<file path="config.mk">
export PLATFORM = sky130hd
export DESIGN_NAME = marker_length_xor_frame_deframer
export DESIGN_NICKNAME = d
export VERILOG_FILES = /design/src/rtl/mlxd_pkg.sv /design/src/rtl/marker_length_xor_frame_deframer.sv /design/src/rtl/mlxd_core.sv
export VERILOG_INCLUDE_DIRS = /design/src /design/src/rtl
export SDC_FILE = /design/constraint.sdc
export NUM_CORES = 1
export LEC_CHECK = 0
export ABC_AREA = 1
export ABC_CLOCK_PERIOD_IN_PS = 2100
export BUFFER_PORTS_ARGS = -buffer_cell sky130_fd_sc_hd__buf_2
export CORE_MARGIN = 5
export CORE_UTILIZATION = 25
export CTS_CLUSTER_SIZE = 30
export DETAILED_ROUTE_END_ITERATION = 7
export PLACE_DENSITY = 0.47
export SLEW_MARGIN = 25
export SYNTH_ARGS = -nofsm -noshare
export SYNTH_HDL_FRONTEND = slang
export SYNTH_SLANG_ARGS = --single-unit
</file>
<file path="constraint.sdc">
create_clock -name clk_i -period 2.1 [get_ports clk_i]
set_clock_uncertainty 0.1 [all_clocks]
set_input_delay 0.42 -clock clk_i [delete_from_list [all_inputs] [get_ports clk_i]]
set_output_delay 0.42 -clock clk_i [all_outputs]
set_load 0.005 [all_outputs]
</file>
<file path="src/rtl/marker_length_xor_frame_deframer_assert.svh">
// Assertion macros used by the deframer top module.
`ifndef MARKER_LENGTH_XOR_FRAME_DEFRAMER_ASSERT_SVH
`define MARKER_LENGTH_XOR_FRAME_DEFRAMER_ASSERT_SVH

// Checked on every rising edge outside of reset.
`define MLXD_ASSERT(lbl, prop, msg) \
  lbl: assert property (@(posedge clk_i) disable iff (!rst_ni) (prop)) else $error(msg);

// Checked on every rising edge, reset included.
`define MLXD_ASSERT_ALWAYS(lbl, prop, msg) \
  lbl: assert property (@(posedge clk_i) (prop)) else $error(msg);

`endif

</file>
<file path="src/rtl/mlxd_pkg.sv">
package mlxd_pkg;

  localparam int unsigned CountWidthDefault = 16;

  localparam logic [7:0] StartByte = 8'hA5;
  localparam logic [7:0] EndByte   = 8'h5A;
  localparam logic [7:0] Overhead  = 8'd4;

  typedef enum logic [4:0] {
    PH_HUNT    = 5'b00001,
    PH_LEN     = 5'b00010,
    PH_PAYLOAD = 5'b00100,
    PH_CHECK   = 5'b01000,
    PH_END     = 5'b10000
  } phase_e;

  typedef enum logic [1:0] {
    ERR_NONE     = 2'd0,
    ERR_CHECKSUM = 2'd1,
    ERR_END      = 2'd2,
    ERR_SHORT    = 2'd3
  } err_e;

  typedef struct packed {
    logic        payload_valid;
    logic [7:0]  payload_byte;
    logic [7:0]  payload_index;
    logic        frame_good;
    logic        frame_error;
    err_e        error_kind;
    logic [7:0]  frame_payload_length;
    logic [15:0] good_frame_count;
    logic [15:0] bad_frame_count;
  } result_t;

endpackage

</file>
<file path="src/rtl/marker_length_xor_frame_deframer.sv">
// Byte-stream deframer for frames of start byte 0xA5, total length L, L-4
// payload bytes, XOR checksum and end byte 0x5A.
// Input channel: in_valid_i / in_ready_o with data_byte_i, one byte per transfer.
// Output channel: out_valid_o / out_ready_i, exactly one result per input byte,
// carrying payload byte and index, frame good or error with its kind, the
// payload length of a good frame and the good and bad frame counters.
// Latency: a result is presented in the cycle after its byte is accepted.
// Throughput: one byte per cycle while the result register is not stalled; the
// frame state updates once per accepted byte and the result is held in one output register.
// Stalls: while a result waits and out_ready_i is low, in_ready_o is low; when
// the result is taken, a new byte is accepted in the same cycle.
// Reset: rst_ni clears the frame state to start-byte hunting, zeroes both
// counters and empties the output register.
// Counters are COUNT_WIDTH bits wide and wrap; the ports show their low 16 bits.
module marker_length_xor_frame_deframer #(
  parameter int unsigned COUNT_WIDTH = mlxd_pkg::CountWidthDefault
) (
  input  logic        clk_i,
  input  logic        rst_ni,
  input  logic        in_valid_i,
  output logic        in_ready_o,
  input  logic [7:0]  data_byte_i,
  output logic        out_valid_o,
  input  logic        out_ready_i,
  output logic        payload_valid_o,
  output logic [7:0]  payload_byte_o,
  output logic [7:0]  payload_index_o,
  output logic        frame_good_o,
  output logic        frame_error_o,
  output logic [1:0]  error_kind_o,
  output logic [7:0]  frame_payload_length_o,
  output logic [15:0] good_frame_count_o,
  output logic [15:0] bad_frame_count_o
);

  `include "marker_length_xor_frame_deframer_assert.svh"

  logic              accept;
  logic              out_valid_q;
  mlxd_pkg::result_t result;
  mlxd_pkg::result_t result_q;

  assign in_ready_o = !out_valid_q || out_ready_i;
  assign accept     = in_valid_i && in_ready_o;

  mlxd_core #(
    .COUNT_WIDTH(COUNT_WIDTH)
  ) u_core (
    .clk_i      (clk_i),
    .rst_ni     (rst_ni),
    .accept_i   (accept),
    .data_byte_i(data_byte_i),
    .result_o   (result)
  );

  always_ff @(posedge clk_i or negedge rst_ni) begin
    if (!rst_ni) begin
      out_valid_q <= 1'b0;
    end else if (in_ready_o) begin
      out_valid_q <= in_valid_i;
    end
  end

  always_ff @(posedge clk_i) begin
    if (accept) begin
      result_q <= result;
    end
  end

  assign out_valid_o            = out_valid_q;
  assign payload_valid_o        = result_q.payload_valid;
  assign payload_byte_o         = result_q.payload_byte;
  assign payload_index_o        = result_q.payload_index;
  assign frame_good_o           = result_q.frame_good;
  assign frame_error_o          = result_q.frame_error;
  assign error_kind_o           = result_q.error_kind;
  assign frame_payload_length_o = result_q.frame_payload_length;
  assign good_frame_count_o     = result_q.good_frame_count;
  assign bad_frame_count_o      = result_q.bad_frame_count;

  `MLXD_ASSERT(a_good_err_excl, out_valid_o |-> !(frame_good_o && frame_error_o),
               "frame good and frame error in the same result")
  `MLXD_ASSERT(a_kind_matches_err,
               out_valid_o |-> ((error_kind_o != mlxd_pkg::ERR_NONE) == frame_error_o),
               "error kind disagrees with frame error")
  `MLXD_ASSERT(a_payload_not_closing,
               out_valid_o |-> !(payload_valid_o && (frame_good_o || frame_error_o)),
               "payload byte also closes a frame")
  `MLXD_ASSERT_ALWAYS(a_no_accept_on_stall,
                      (out_valid_o && !out_ready_i) |-> !in_ready_o,
                      "input transfer while the result register is stalled")

endmodule

</file>
<file path="src/rtl/mlxd_core.sv">
module mlxd_core #(
  parameter int unsigned COUNT_WIDTH = mlxd_pkg::CountWidthDefault
) (
  input  logic             clk_i,
  input  logic             rst_ni,
  input  logic             accept_i,
  input  logic [7:0]       data_byte_i,
  output mlxd_pkg::result_t result_o
);

  mlxd_pkg::phase_e phase_q, phase_d;
  logic [7:0] remain_q, remain_d;
  logic [7:0] xor_q, xor_d;
  logic [7:0] size_q, size_d;
  logic [7:0] pos_q, pos_d;
  logic [COUNT_WIDTH-1:0] good_q, good_d;
  logic [COUNT_WIDTH-1:0] bad_q, bad_d;

  always_comb begin
    phase_d  = phase_q;
    remain_d = remain_q;
    xor_d    = xor_q;
    size_d   = size_q;
    pos_d    = pos_q;
    good_d   = good_q;
    bad_d    = bad_q;

    result_o.payload_valid        = 1'b0;
    result_o.payload_byte         = 8'd0;
    result_o.payload_index        = 8'd0;
    result_o.frame_good           = 1'b0;
    result_o.frame_error          = 1'b0;
    result_o.error_kind           = mlxd_pkg::ERR_NONE;
    result_o.frame_payload_length = 8'd0;

    unique case (phase_q)
      mlxd_pkg::PH_LEN: begin
        if (data_byte_i < mlxd_pkg::Overhead) begin
          result_o.frame_error = 1'b1;
          result_o.error_kind  = mlxd_pkg::ERR_SHORT;
          bad_d                = bad_q + COUNT_WIDTH'(1);
          phase_d              = mlxd_pkg::PH_HUNT;
        end else begin
          size_d   = data_byte_i - mlxd_pkg::Overhead;
          remain_d = data_byte_i - mlxd_pkg::Overhead;
          // A frame of overhead only goes straight to the checksum byte.
          phase_d  = (data_byte_i == mlxd_pkg::Overhead) ? mlxd_pkg::PH_CHECK
                                                         : mlxd_pkg::PH_PAYLOAD;
        end
      end
      mlxd_pkg::PH_PAYLOAD: begin
        xor_d                  = xor_q ^ data_byte_i;
        result_o.payload_valid = 1'b1;
        result_o.payload_byte  = data_byte_i;
        result_o.payload_index = pos_q;
        pos_d                  = pos_q + 8'd1;
        remain_d               = remain_q - 8'd1;
        if (remain_q == 8'd1) begin
          phase_d = mlxd_pkg::PH_CHECK;
        end
      end
      mlxd_pkg::PH_CHECK: begin
        if (data_byte_i == xor_q) begin
          phase_d = mlxd_pkg::PH_END;
        end else begin
          result_o.frame_error = 1'b1;
          result_o.error_kind  = mlxd_pkg::ERR_CHECKSUM;
          bad_d                = bad_q + COUNT_WIDTH'(1);
          phase_d              = mlxd_pkg::PH_HUNT;
        end
      end
      mlxd_pkg::PH_END: begin
        if (data_byte_i == mlxd_pkg::EndByte) begin
          result_o.frame_good           = 1'b1;
          result_o.frame_payload_length = size_q;
          good_d                        = good_q + COUNT_WIDTH'(1);
        end else begin
          result_o.frame_error = 1'b1;
          result_o.error_kind  = mlxd_pkg::ERR_END;
          bad_d                = bad_q + COUNT_WIDTH'(1);
        end
        phase_d = mlxd_pkg::PH_HUNT;
      end
      default: begin
        xor_d   = 8'd0;
        pos_d   = 8'd0;
        phase_d = (data_byte_i == mlxd_pkg::StartByte) ? mlxd_pkg::PH_LEN
                                                       : mlxd_pkg::PH_HUNT;
      end
    endcase

    result_o.good_frame_count = 16'(good_d);
    result_o.bad_frame_count  = 16'(bad_d);
  end

  always_ff @(posedge clk_i or negedge rst_ni) begin
    if (!rst_ni) begin
      phase_q  <= mlxd_pkg::PH_HUNT;
      remain_q <= 8'd0;
      xor_q    <= 8'd0;
      size_q   <= 8'd0;
      pos_q    <= 8'd0;
      good_q   <= '0;
      bad_q    <= '0;
    end else if (accept_i) begin
      phase_q  <= phase_d;
      remain_q <= remain_d;
      xor_q    <= xor_d;
      size_q   <= size_d;
      pos_q    <= pos_d;
      good_q   <= good_d;
      bad_q    <= bad_d;
    end
  end

endmodule
</file>
# Word level (Yosys, flattened, before mapping)
# Index checks and enable logic that the tools add are counted.
# Widths: inputs -> output; s select.
# totals
ff_bits,131
wordCells,69
inputBits,12
# classes
order_cmp,1
n_mux,22
eq_ne,11
reduce_logical,10
bitwise_logic,3
addsub,5
# op_table
cell,count
$mux 16,5
$pmux 16 s3,1
$pmux 8 s2,3
$add 16x1->16 const B,2
$pmux 5 s4,1
$mux 17,1
$mux 5,3
$mux 3,3
$pmux 3 s3,1
$add 8x1->8 const B,1
$eq 8x1->1 const B,1
$eq 8x3->1 const B,1
$eq 8x7->1 const B,1
$eq 8x8->1,1
$eq 8x8->1 const B,1
$lt 8x3->1 const B,1
$mux 8,1
$sub 8x1->8 const B,1
$sub 8x3->8 const B,1
$xor 8x8->8,1
$reduce_and 2->1,3
$reduce_and 3->1,2
$eq 5x2->1 const B,1
$eq 5x3->1 const B,1
13 further kinds,14

# Longest topological paths before layout
# Gate-level depths: netlist of the first run.
# depth
word_depth,4
ltp_mapped,13
depth_no_buf,13

# Modules after synthesis
# Synthesis of the first run repeated with hierarchy kept, for this count alone.
# hier_totals
cells_unflattened,734
area_unflattened_um2,6372.4
# by_module_without_submodules
mod,seq_area_each_um2,cells_each,area_per_inst_um2,instances
mlxd_core,1727.9,667,4495.6,1
marker_length_xor_frame_deframer,1856.8,67,1876.8,1

# Worst setup path after synthesis of the first run
# OpenSTA, ideal clock, no wires.
# synth_path
path_type,input to register
from,input out_ready_i
to,"register result_q (netlist bit bad_frame_count_o[0]), enable pin"
path_buffers,2
cell_stages,6
setup_slack_ns,-0.362
arrival_time_ns,1.968
setup_time_ns,0.394
required_ns,1.606
cell_sequence,inv_1 -> nand2_1 -> nand2_1 -> inv_1 -> clkbuf_1 -> buf_2
# synth_via
elab_chain_cells,2
# synth_rtl
element,line_no,source
from (decl),marker_length_xor_frame_deframer.sv:24,"input logic out_ready_i,"
$logic_or 1x1->1,marker_length_xor_frame_deframer.sv:43,assign in_ready_o = !out_valid_q || out_ready_i;
net in_ready_o,marker_length_xor_frame_deframer.sv:21,"output logic in_ready_o,"
$logic_and 1x1->1,marker_length_xor_frame_deframer.sv:44,assign accept = in_valid_i && in_ready_o;
net accept,marker_length_xor_frame_deframer.sv:38,logic accept;
to (signal assigned),marker_length_xor_frame_deframer.sv:66,result_q <= result;
to (decl),marker_length_xor_frame_deframer.sv:41,mlxd_pkg::result_t result_q;
# The timed path passes the listed nets, and every way through them passes these cells.
# A chain may end at the register's enable or synchronous reset.

==> metrics.txt, run 1 <==
status finished clean; EDFF count, synth between 60 and 70; hold path start out_ready_i; H-tree depth 4; Skew-Pair Late Insertion Delay roughly 0.42 ns; GRT Resource Usage Total between 10% and 20%; DR WL/cell between 10 and 15 um; Setup-failing EPs final 0; Critical Path Start u_core.phase_q[2]; Crit Path Class flop to flop; Port Buffers 74; leak pwr just under 4 nW; number of CTS-inserted buffers 17; first-pass GRT wire length 28400 um; hold crit path type input port to flop; Post-Synthesis Cell Area between 6000 and 7000 um^2; Sink Count between 100 and 150; die footprint between 20000 and 30000 um^2; Clk pin slew, worst setup/hold paths around 0.06 ns; Row Count 59; final hold violations 0; number of synthesis warnings 0; DP Wirelength 12500 um; Yosys cell types 42; worst reg2reg path endpoint bad_frame_count_o[0]; ys flop type dfrtp_1; source of the worst register-to-register timing path u_core.phase_q[2]; antenna violations before repair 1; nets 924; DR vias/cell around 4.3; Cells after DPL between 1k and 1.5k; required time of the critical path 2.17 ns; Synth Net Count 800; CTS Buffer Depth 2; worst reg2reg path depth 8; vias in the first global route 5374; worst-path fanout max 6; TritonCTS clock tree built; final slew viol count 0; Layout Utilization 32.0%; Residual DRC 0; share of layout cells above drive strength 1 a little over a fifth; Peak supply drop around 0.57 mV; clk root buf clkbuf_16; Fmax just over 500 MHz; post-synthesis async set-or-reset flop share 53.4%; Min-Delay Endpoint out_valid_o; Final Non-Filler Cells roughly 1.3k; MaxCap Viol Count 0; Slew @ Worst Pin 0.417 ns; detailed router's first-iteration violation count 388; Worst slew margin just over 70%; RSZ-0062 raised after global routing no; final setup TNS 0 ns; diode count 0; Seq/Total Area, Yosys around 54%; Layout area overhead 25.5%; Critical Path AT 2.02 ns; Die W ~170 um; WHS Path Cells 4; I/O pin cnt 75; dpl ws -0.0168 ns; Overflow after GRT 0; Initial Utilization approximately 25%; drt total wl roughly 17000 um; Initial DRT Pass Iterations 5; Critical Path Source Type flop; cell area power density between 1000 and 1500 nW/um^2; Final Cycle Share 92.6%; Synth Register Bits between 100 and 150; Worst Setup End Kind flop; R2R Setup Slk between 0.15 and 0.2 ns; die span in y about 170 um; Final ANT Viol Nets 0; GP Congestion just over 0.8; Final WS setup approximately 0.16 ns; pin count of the biggest net entering global routing 64; vias roughly 5.4k; Syn Area/Cell 8.53 um^2; core area 26100 um^2; clock period minus worst slack approximately 1.9 ns; overall power ~0.0084 W; Post-Syn Instances around 800
critical path: stages, from the launching register on:
cell     delay (ns)
dfrtp_1        0.40
nor2_1         0.20
nand4_2        0.20
inv_2          0.19
nand2_2        0.12
nand3_4        0.13
buf_4          0.15
nand2_1        0.06
and2_1         0.14
flip-flops by register name, summed over array words and instances, names as in the netlist, 16 cells and up:
name,count
bad_frame_count_o,16
good_frame_count_o,16
u_core.bad_q,16
u_core.good_q,16
placed cells by master, fill, tap and decap left out, drive strengths merged, types with 2 or more instances in the layout:
| cell type | Yosys | final |
|---|---|---|
| nand4 | 22 | 22 |
| nor3 | 14 | 14 |
| clkinvlp | 0 | 4 |
| clkbuf | 8 | 18 |
| and2 | 2 | 2 |
| clkinv | 1 | 5 |
| edfxtp | 61 | 61 |
| nand2 | 259 | 259 |
| o22ai | 9 | 9 |
| xor2 | 18 | 18 |
| bufinv | 0 | 2 |
| a21oi | 5 | 5 |
| nand3b | 2 | 2 |
| dfrtp | 69 | 69 |
| buf | 9 | 121 |
| inv | 97 | 101 |
| o21ai | 52 | 52 |
| o211ai | 8 | 8 |
| nand3 | 54 | 54 |
| or2 | 2 | 2 |
| ha | 8 | 8 |
| nor2 | 73 | 73 |
Yosys cell counts, types with 3 or more instances:
cell,count,area (um^2)
dfrtp_1,69,1730
nor2_4,4,45.0
o21ai_2,3,26.3
clkbuf_1,8,30.0
nor3_1,13,65.1
a21oi_1,5,25.0
ha_1,8,100
nand3_2,4,40.0
buf_2,7,35.0
inv_2,14,52.6
o21ai_1,12,60.1
nand2_4,3,33.8
nand4_1,21,131
nand3_1,49,245
o211ai_1,8,60.1
o22ai_1,9,56.3
nand2_1,250,938
xor2_1,18,158
o21ai_0,37,185
nor2_1,66,248
edfxtp_1,61,1830
nand2_2,6,37.5
inv_1,83,312
power by group:
| part | switching, W | internal [W] | total, W |
|---|---|---|---|
| Combinational | 0.00117 | 0.000711 | 0.00188 |
| Sequential | 0.000321 | 0.00324 | 0.00356 |
| Clock | 0.00122 | 0.00176 | 0.00298 |
| Total | 0.00271 | 0.00571 | 0.00842 |
worst max path at each step:
stage,slack (ns),end
after floorplan,0.09,bad_frame_count_o[11]
after global placement,-0.003,good_frame_count_o[11]
after detailed placement,-0.02,good_frame_count_o[11]
after CTS,0.09,good_frame_count_o[11]
after global routing,0.01,u_core.xor_q[1]
final,0.16,bad_frame_count_o[0]
final cells by class:
class,count,area (um^2)
Fill cell,2836,17800
Clock inverter,14,153
Inverter,98,370
Timing Repair Buffer,122,771
Sequential cell,131,3580
Tap cell,335,419
Multi-Input combinational cell,534,2620
Clock buffer,18,429
through the flow:
stage          area (um^2)  hold slack, ns
6_report              8350           0.183
5_1_grt               8350           0.229
4_1_cts               8350           0.170
3_5_place_dp          7750           0.270
3_3_place_gp          7750           0.271
2_1_floorplan         6660          0.0244
kinds of logic (layout without fill, tap and decap cells):
logic type,count (synthesis),in the layout,synth area share [%]
XOR/XNOR,19,19,2.50
adder cells (fa/ha/maj),8,8,1.50
AND/OR/NAND/NOR,429,429,28.7
AO/OA/AOI/OAI,78,78,6.66
flip-flops,131,131,53.9
buffers and inverters,115,252,6.73
timing repair:
action / CTS / global route
resized for setup: 0 / 1
hold endpoints to repair: 12 / 0
buffers inserted: 0 / 0
hold buffers: 1 / 0
setup endpoints to repair: 0 / 3
layer usage:
layer | vias to the layer above | global-route usage [%] | wire (um)
li1 | 2799 | - | -
met1 | 2533 | 15.9 | 8420
met2 | 80 | 18.7 | 7840
met3 | 20 | 2.31 | 494
met4 | 2 | 4.02 | 245
met5 | - | 0 | 13
Note: power is estimated with default switching activity, not from simulation.
==> inputs of run 2 (changes only) <==
--- a/config.mk
+++ b/config.mk
@@ -7,13 +7,14 @@
 export NUM_CORES = 1
 export LEC_CHECK = 0
 export ABC_AREA = 1
-export ABC_CLOCK_PERIOD_IN_PS = 2100
+export ABC_CLOCK_PERIOD_IN_PS = 2500
 export BUFFER_PORTS_ARGS = -buffer_cell sky130_fd_sc_hd__buf_2
 export CORE_MARGIN = 5
 export CORE_UTILIZATION = 25
+export CTS_CLUSTER_DIAMETER = 100
 export CTS_CLUSTER_SIZE = 30
 export DETAILED_ROUTE_END_ITERATION = 7
-export PLACE_DENSITY = 0.47
+export PLACE_DENSITY = 0.46
 export SLEW_MARGIN = 25
 export SYNTH_ARGS = -nofsm -noshare
 export SYNTH_HDL_FRONTEND = slang
==> constraint.sdc (replaced) <==
create_clock -name clk_i -period 2.5 [get_ports clk_i]
set_clock_uncertainty 0.1 [all_clocks]
set_input_delay 0.5 -clock clk_i [delete_from_list [all_inputs] [get_ports clk_i]]
set_output_delay 0.5 -clock clk_i [all_outputs]
set_load 0.005 [all_outputs]
==> metrics.txt, run 2 (same netlist as run 1, synthesis figures left out) <==
status finished with violations; failing checks negative hold slack; die span in y 173 um (unchanged); number of buffers added for setup after CTS 0 (unchanged); MaxCap Viol Count 0 (unchanged); diode count 0 (unchanged); first-pass GRT wire length 28100 um (-1.1%); GR Layer Usage met3 3.12% (+0.81 points); Die W 173 um (unchanged); Initial Utilization 25.5% (unchanged); TritonCTS clock tree built; Worst Setup End Kind flop; clock period minus worst slack 2.11 ns (+0.162 ns); share of layout cells above drive strength 1 18.8% (-2.6 points); number of CTS-inserted buffers 17 (unchanged); final setup TNS 0 ns (unchanged); Initial DRT Pass Iterations 4 (-1); Final WS setup 0.394 ns (+0.238 ns); core area 26100 um^2 (unchanged); M2 GR Usage 18.1% (-0.61 points); Hold WS -0.0159 ns (-0.199 ns); GRT Resource Usage Total 11.6% (-0.10 points); vias 5393 (-0.75%); worst-path fanout max 9 (+3); DR WL/cell 14.0 um (+2.8%); antenna violations before repair 0 (-1); Sink Count 131 (unchanged); final hold violations 7 (+7); Skew-Pair Late Insertion Delay 0.43 ns (about the same); nets 896 (-3.0%); Fmax 475 MHz (-7.7%); combinational power share 21.0% (-1.3 points); Crit Path Class flop to flop; detailed router's first-iteration violation count 262 (-32%); PostCTS Resize Cnt 0 (unchanged); leak pwr 3.73 nW (-4.0%); Layout area overhead 21.7%; Slew @ Worst Pin 0.553 ns (+0.136 ns); Final Cycle Share 84.2% (-8.3 points); commonest non-fill, non-tap cell in the layout nand2_1; DP Wirelength 11900 um (-5.4%); GP Congestion 0.813 (+0.98%); clock share of power 34.9% (-0.5 points); required time of the critical path 2.58 ns (+0.41 ns); Peak supply drop 0.392 mV (-32%); clk root buf clkbuf_16; Residual DRC 0 (unchanged); Critical Path AT 2.18 ns (+0.16 ns); CTS Buffer Depth 2 (unchanged); switching power total 0.00223 W (-17%); RSZ-0062 raised after global routing no; commonest cells after routing, fill and taps aside nand2_1, inv_1, buf_2; Overflow after GRT 0 (unchanged); P_int 0.00466 W (-18%); die footprint 30000 um^2 (unchanged); Fillers 2804 (-1.1%); Worst slew margin 63.1% (-9.1 points); Port Buffers 74 (unchanged); vias in the first global route 5291 (-1.5%); Critical Path Source Type flop; overall power 0.00690 W (-18%); cell area power density 853 nW/um^2 (-15%); sequential power share 44.1% (+1.8 points); switching part of the total 32.4% (+0.23 points); Clk pin slew, worst setup/hold paths 0.06 ns (about the same); grt peak-use layer met2; hold crit path type input port to async pin; M1 GR Usage 15.6% (-0.25 points); Setup-failing EPs final 0 (unchanged); drt total wl 17100 um (+0.48%); pin count of the biggest net entering global routing 71 (+11%); Final ANT Viol Nets 0 (unchanged); DR vias/cell 4.41 (+1.5%); final slew viol count 0 (unchanged); H-tree depth 4 (unchanged); I/O pin cnt 75 (unchanged); Post-CTS Hold Buffers 0 (-1); Row Count 59 (unchanged); dpl ws 0.133 ns (+0.150 ns)
## run 2: worst max-delay path, cell delays in order (launching register included)
cell and delay [ns]:
dfrtp_1 0.40, nor2_2 0.16, nand3_1 0.22, inv_2 0.25, nand2_4 0.14, inv_2 0.12
nand4_1 0.11, or2_1 0.25, nand2_1 0.07, inv_1 0.03
## run 2: final timing paths
kind	startpoint	endpoint	slack (ns)	cells after the start
worst min register to register	u_core.bad_q[13]	u_core.bad_q[13]	0.38	2
min in group clk_i	out_ready_i	out_valid_o	0.25	4
max in group asynchronous	rst_ni	u_core.phase_q[0]	1.94	2
worst max-delay path	u_core.phase_q[1]	good_frame_count_o[8]	0.39	9
worst min-delay path	rst_ni	u_core.pos_q[4]	-0.02	2
worst max register to register	u_core.phase_q[1]	good_frame_count_o[8]	0.39	9
## run 2: power by group through the flow
stage	Combinational [W]	Clock [W]	Sequential, W
after floorplan	0.00105	0	0.00297
after global placement	0.00145	0	0.00308
after detailed placement	0.00146	0	0.00308
after CTS	0.00147	0.00247	0.00304
after global routing	0.00167	0.00256	0.00310
final	0.00145	0.00241	0.00304
## run 2: through the flow
step,util (%),area (um^2),cells
final,31.0,8090,1224
after floorplan,-,6650,780
after global placement,28.8,7530,1192
after CTS,31.0,8090,1224
after global routing,31.0,8090,1224
after detailed placement,28.8,7530,1192
## run 2: per-layer routing
metal	part of all wire, %	vias up
li1	-	2742
met3	3.4	18
met2	45	87
met5	0	-
met1	50	2546
met4	1.8	0
## run 2: layout make-up
cell class	count	area (um^2)	share of cell area, %
Inverter	98	370	4.58
Tap cell	335	419	5.18
Sequential cell	131	3580	44.3
Clock buffer	21	460	5.69
Timing Repair Buffer	94	533	6.59
Multi-Input combinational cell	534	2620	32.4
Clock inverter	11	105	1.30
==> inputs of run 3 (changes only) <==
--- a/config.mk
+++ b/config.mk
@@ -6,8 +6,8 @@
 export SDC_FILE = /design/constraint.sdc
 export NUM_CORES = 1
 export LEC_CHECK = 0
-export ABC_AREA = 1
-export ABC_CLOCK_PERIOD_IN_PS = 2500
+export ABC_AREA = 0
+export ABC_CLOCK_PERIOD_IN_PS = 2000
 export BUFFER_PORTS_ARGS = -buffer_cell sky130_fd_sc_hd__buf_2
 export CORE_MARGIN = 5
 export CORE_UTILIZATION = 25
==> constraint.sdc (replaced) <==
create_clock -name clk_i -period 2 [get_ports clk_i]
set_clock_uncertainty 0.1 [all_clocks]
set_input_delay 0.4 -clock clk_i [delete_from_list [all_inputs] [get_ports clk_i]]
set_output_delay 0.4 -clock clk_i [all_outputs]
set_load 0.005 [all_outputs]
==> metrics.txt, run 3 <==
main combinational cell family by area after synthesis simple AND/OR/NAND/NOR gates; Yosys top cell area share 29.7% (+2.1 points); final hold violations 0 (-7); final slew viol count 0 (unchanged); Layout Utilization 37.4% (+6.4 points); Post-Syn Instances 551 (-29%); required time of the critical path 2.07 ns (-0.51 ns); TritonCTS clock tree built; Die W 167 um (-3.4%); Final WS setup -0.150 ns (-0.544 ns); Post-synth top cells dfrtp_1, edfxtp_1, nand2_1; Skew-Pair Late Insertion Delay 0.42 ns (about the same); failing checks negative setup slack; Critical Path Source Type flop; status finished with violations; H-tree depth 4 (unchanged); DP Wirelength 10900 um (-8.3%); Slew @ Worst Pin 0.426 ns (-0.127 ns); area leader, netlist edfxtp_1; vias 4763 (-12%); commonest cells after routing, fill and taps aside buf_4, buf_2, dfrtp_1; mux cell area share after synthesis 1.03% (+1.0 points); ys flop type dfrtp_1; DR vias/cell 4.47 (+1.5%); clk root buf clkbuf_16; number of synthesis warnings 0 (unchanged); MaxCap Viol Count 0 (unchanged); antenna violations before repair 0 (unchanged); detailed router's first-iteration violation count 159 (-39%); Peak supply drop 0.423 mV (+7.9%); die span in y 167 um (-3.4%); EDFF count, synth 61 (unchanged); drt total wl 15700 um (-8.3%); Syn Area/Cell 11.2 um^2 (+31%); Synth Net Count 571 (-29%); Worst path max stage delay 0.56 ns (+0.16 ns); Critical Path AT 2.22 ns (+0.04 ns); Residual DRC 0 (unchanged); Compound-Gate Fraction of Synth Area 6.68% (+0.025 points); Final Cycle Share 107% (+23 points); leak pwr 3.92 nW (+5.2%); GRT Resource Usage Total 11.1% (-0.45 points); post-synthesis async set-or-reset flop share 53.4% (unchanged); overall power 0.00702 W (+1.8%); clock period minus worst slack 2.15 ns (+0.0441 ns); nets 748 (-17%); top cells by area, synth edfxtp_1, dfrtp_1, xnor2_1; Sink Count 131 (unchanged); cells along the critical path or4b_4, nor4_4, and4b_4, nand2_4, mux2_4; core area 24300 um^2 (-6.9%); cell area power density 772 nW/um^2 (-9.4%); Row Count 57 (-3.4%); Post-Synthesis Cell Area 6180 um^2 (-7.1%); DR WL/cell 14.7 um (+5.4%); Overflow after GRT 0 (unchanged); Initial DRT Pass Iterations 4 (unchanged); Port Buffers 74 (unchanged); number of CTS-inserted buffers 17 (unchanged); Fmax 465 MHz (-2.1%); Final ANT Viol Nets 0 (unchanged); first-pass GRT wire length 25400 um (-9.5%); Setup-failing EPs final 54 (+54); Crit Path Class flop to flop; diode count 0 (unchanged); Post-Synth Simple-Gate Area 19.1% (-9.6 points); die footprint 28000 um^2 (-6.7%); Initial Utilization 25.4% (-0.052 points); commonest non-fill, non-tap cell in the layout buf_4; Seq/Total Area, Yosys 58.0% (+4.1 points); RSZ-0062 raised after global routing yes; hold crit path type input port to flop; most frequent cell after synthesis dfrtp_1; Adder-Cell Fraction of Synth Area 1.62% (+0.12 points); pin count of the biggest net entering global routing 71 (unchanged); GP Congestion 0.820 (+0.86%); Worst Setup End Kind flop; Synth Register Bits 131 (unchanged); Slowest-stage cell, CP or4b_4; Clk pin slew, worst setup/hold paths 0.06 ns (about the same); vias in the first global route 4970 (-6.1%); xor and xnor fraction of the mapped netlist area 10.8% (+8.3 points); worst-path fanout max 5 (-4); Yosys cell types 53 (+26%); share of layout cells above drive strength 1 43.3% (+25 points); Layout area overhead 47.2%; I/O pin cnt 75 (unchanged); Worst slew margin 71.6% (+8.5 points); CTS Buffer Depth 2 (unchanged)
run 3: changes by cell type after synthesis, moves of 6 or more:
| cell | before | now |
|---|---|---|
| inv_2 | 14 | 0 |
| o22ai_1 | 9 | 3 |
| nand4_1 | 21 | 14 |
| clkbuf_1 | 8 | 14 |
| nand2b_1 | 0 | 6 |
| nor2_1 | 66 | 33 |
| o211ai_1 | 8 | 1 |
| o21ai_1 | 12 | 1 |
| and3_1 | 0 | 10 |
| inv_1 | 83 | 12 |
| xnor2_1 | 1 | 56 |
| nand2_1 | 250 | 58 |
| and2_1 | 2 | 25 |
| nand3_1 | 49 | 41 |
run 3: timing repair:
action / in CTS / in global routing
pin swaps: 37 / 36
resized for setup: 78 / 69
cloned: 0 / 2
setup endpoints to repair: 76 / 91
buffers inserted: 10 / 13
hold endpoints to repair: 69 / 0
hold buffers: 1 / 0
run 3: power by group:
group          leakage (nW)  switching, W  internal [W]
logic                  2.07      0.000440      0.000412
clock network         0.294       0.00123       0.00189
registers              1.56     0.0000815       0.00297
run 3: logic make-up after synthesis:
logic type      Yosys count
xor+xnor                 76
mux                       5
simple gates            226
compound gates           66
fa+ha+maj                 8
flops                   131
buf+inv                  39
run 3: area by class of cell:
class / instances / area [um^2]
Clock inverter: 13 / 148
Fill cell: 2340 / 15200
Multi-Input combinational cell: 381 / 3020
Timing Repair Buffer: 184 / 1430
Inverter: 13 / 68.8
Sequential cell: 131 / 3580
Tap cell: 324 / 405
Clock buffer: 19 / 443
run 3: worst max-delay path, delay by kind of cell, from the launching register on:
kind	cells	cell delay, ns
multiplexers	1	0.29
AND/OR/NAND/NOR	4	1.13
flip-flops	1	0.38
run 3: final timing paths:
check                                  start              endpoint  cells after the start  slack [ns]
max                        u_core.phase_q[3]  bad_frame_count_o[1]                      5       -0.15
min                               in_valid_i           out_valid_o                      2        0.08
max reg2reg                u_core.phase_q[3]  bad_frame_count_o[1]                      5       -0.15
min reg2reg                 u_core.size_q[2]      u_core.size_q[2]                      2        0.37
max in group asynchronous             rst_ni     u_core.phase_q[0]                      3        1.00
min in group asynchronous             rst_ni     u_core.good_q[13]                      3        0.46
run 3: routing by layer:
| layer | track usage, % | vias to the layer above | wire, um |
|---|---|---|---|
| met5 | 0 | - | 0 |
| met4 | 4.52 | 0 | 330 |
| met3 | 2.95 | 25 | 696 |
| met2 | 18.2 | 96 | 7670 |
| met1 | 14.1 | 2339 | 6980 |
| li1 | - | 2303 | - |
run 3: per-stage QoR:
| step | setup WS (ns) | hold WS [ns] | instances | setup TNS (ns) | cell area, um^2 |
|---|---|---|---|---|---|
| global route | -0.180 | 0.0847 | 1065 | -6.99 | 9090 |
| global placement | -0.407 | 0.355 | 1012 | -16.46 | 7630 |
| finish | -0.150 | 0.0826 | 1065 | -3.61 | 9090 |
| CTS | -0.278 | 0.0629 | 1054 | -12.94 | 8610 |
| detailed placement | -0.407 | 0.359 | 1012 | -18.97 | 7630 |
| floorplan | -0.374 | 0.00441 | 551 | -7.59 | 6310 |
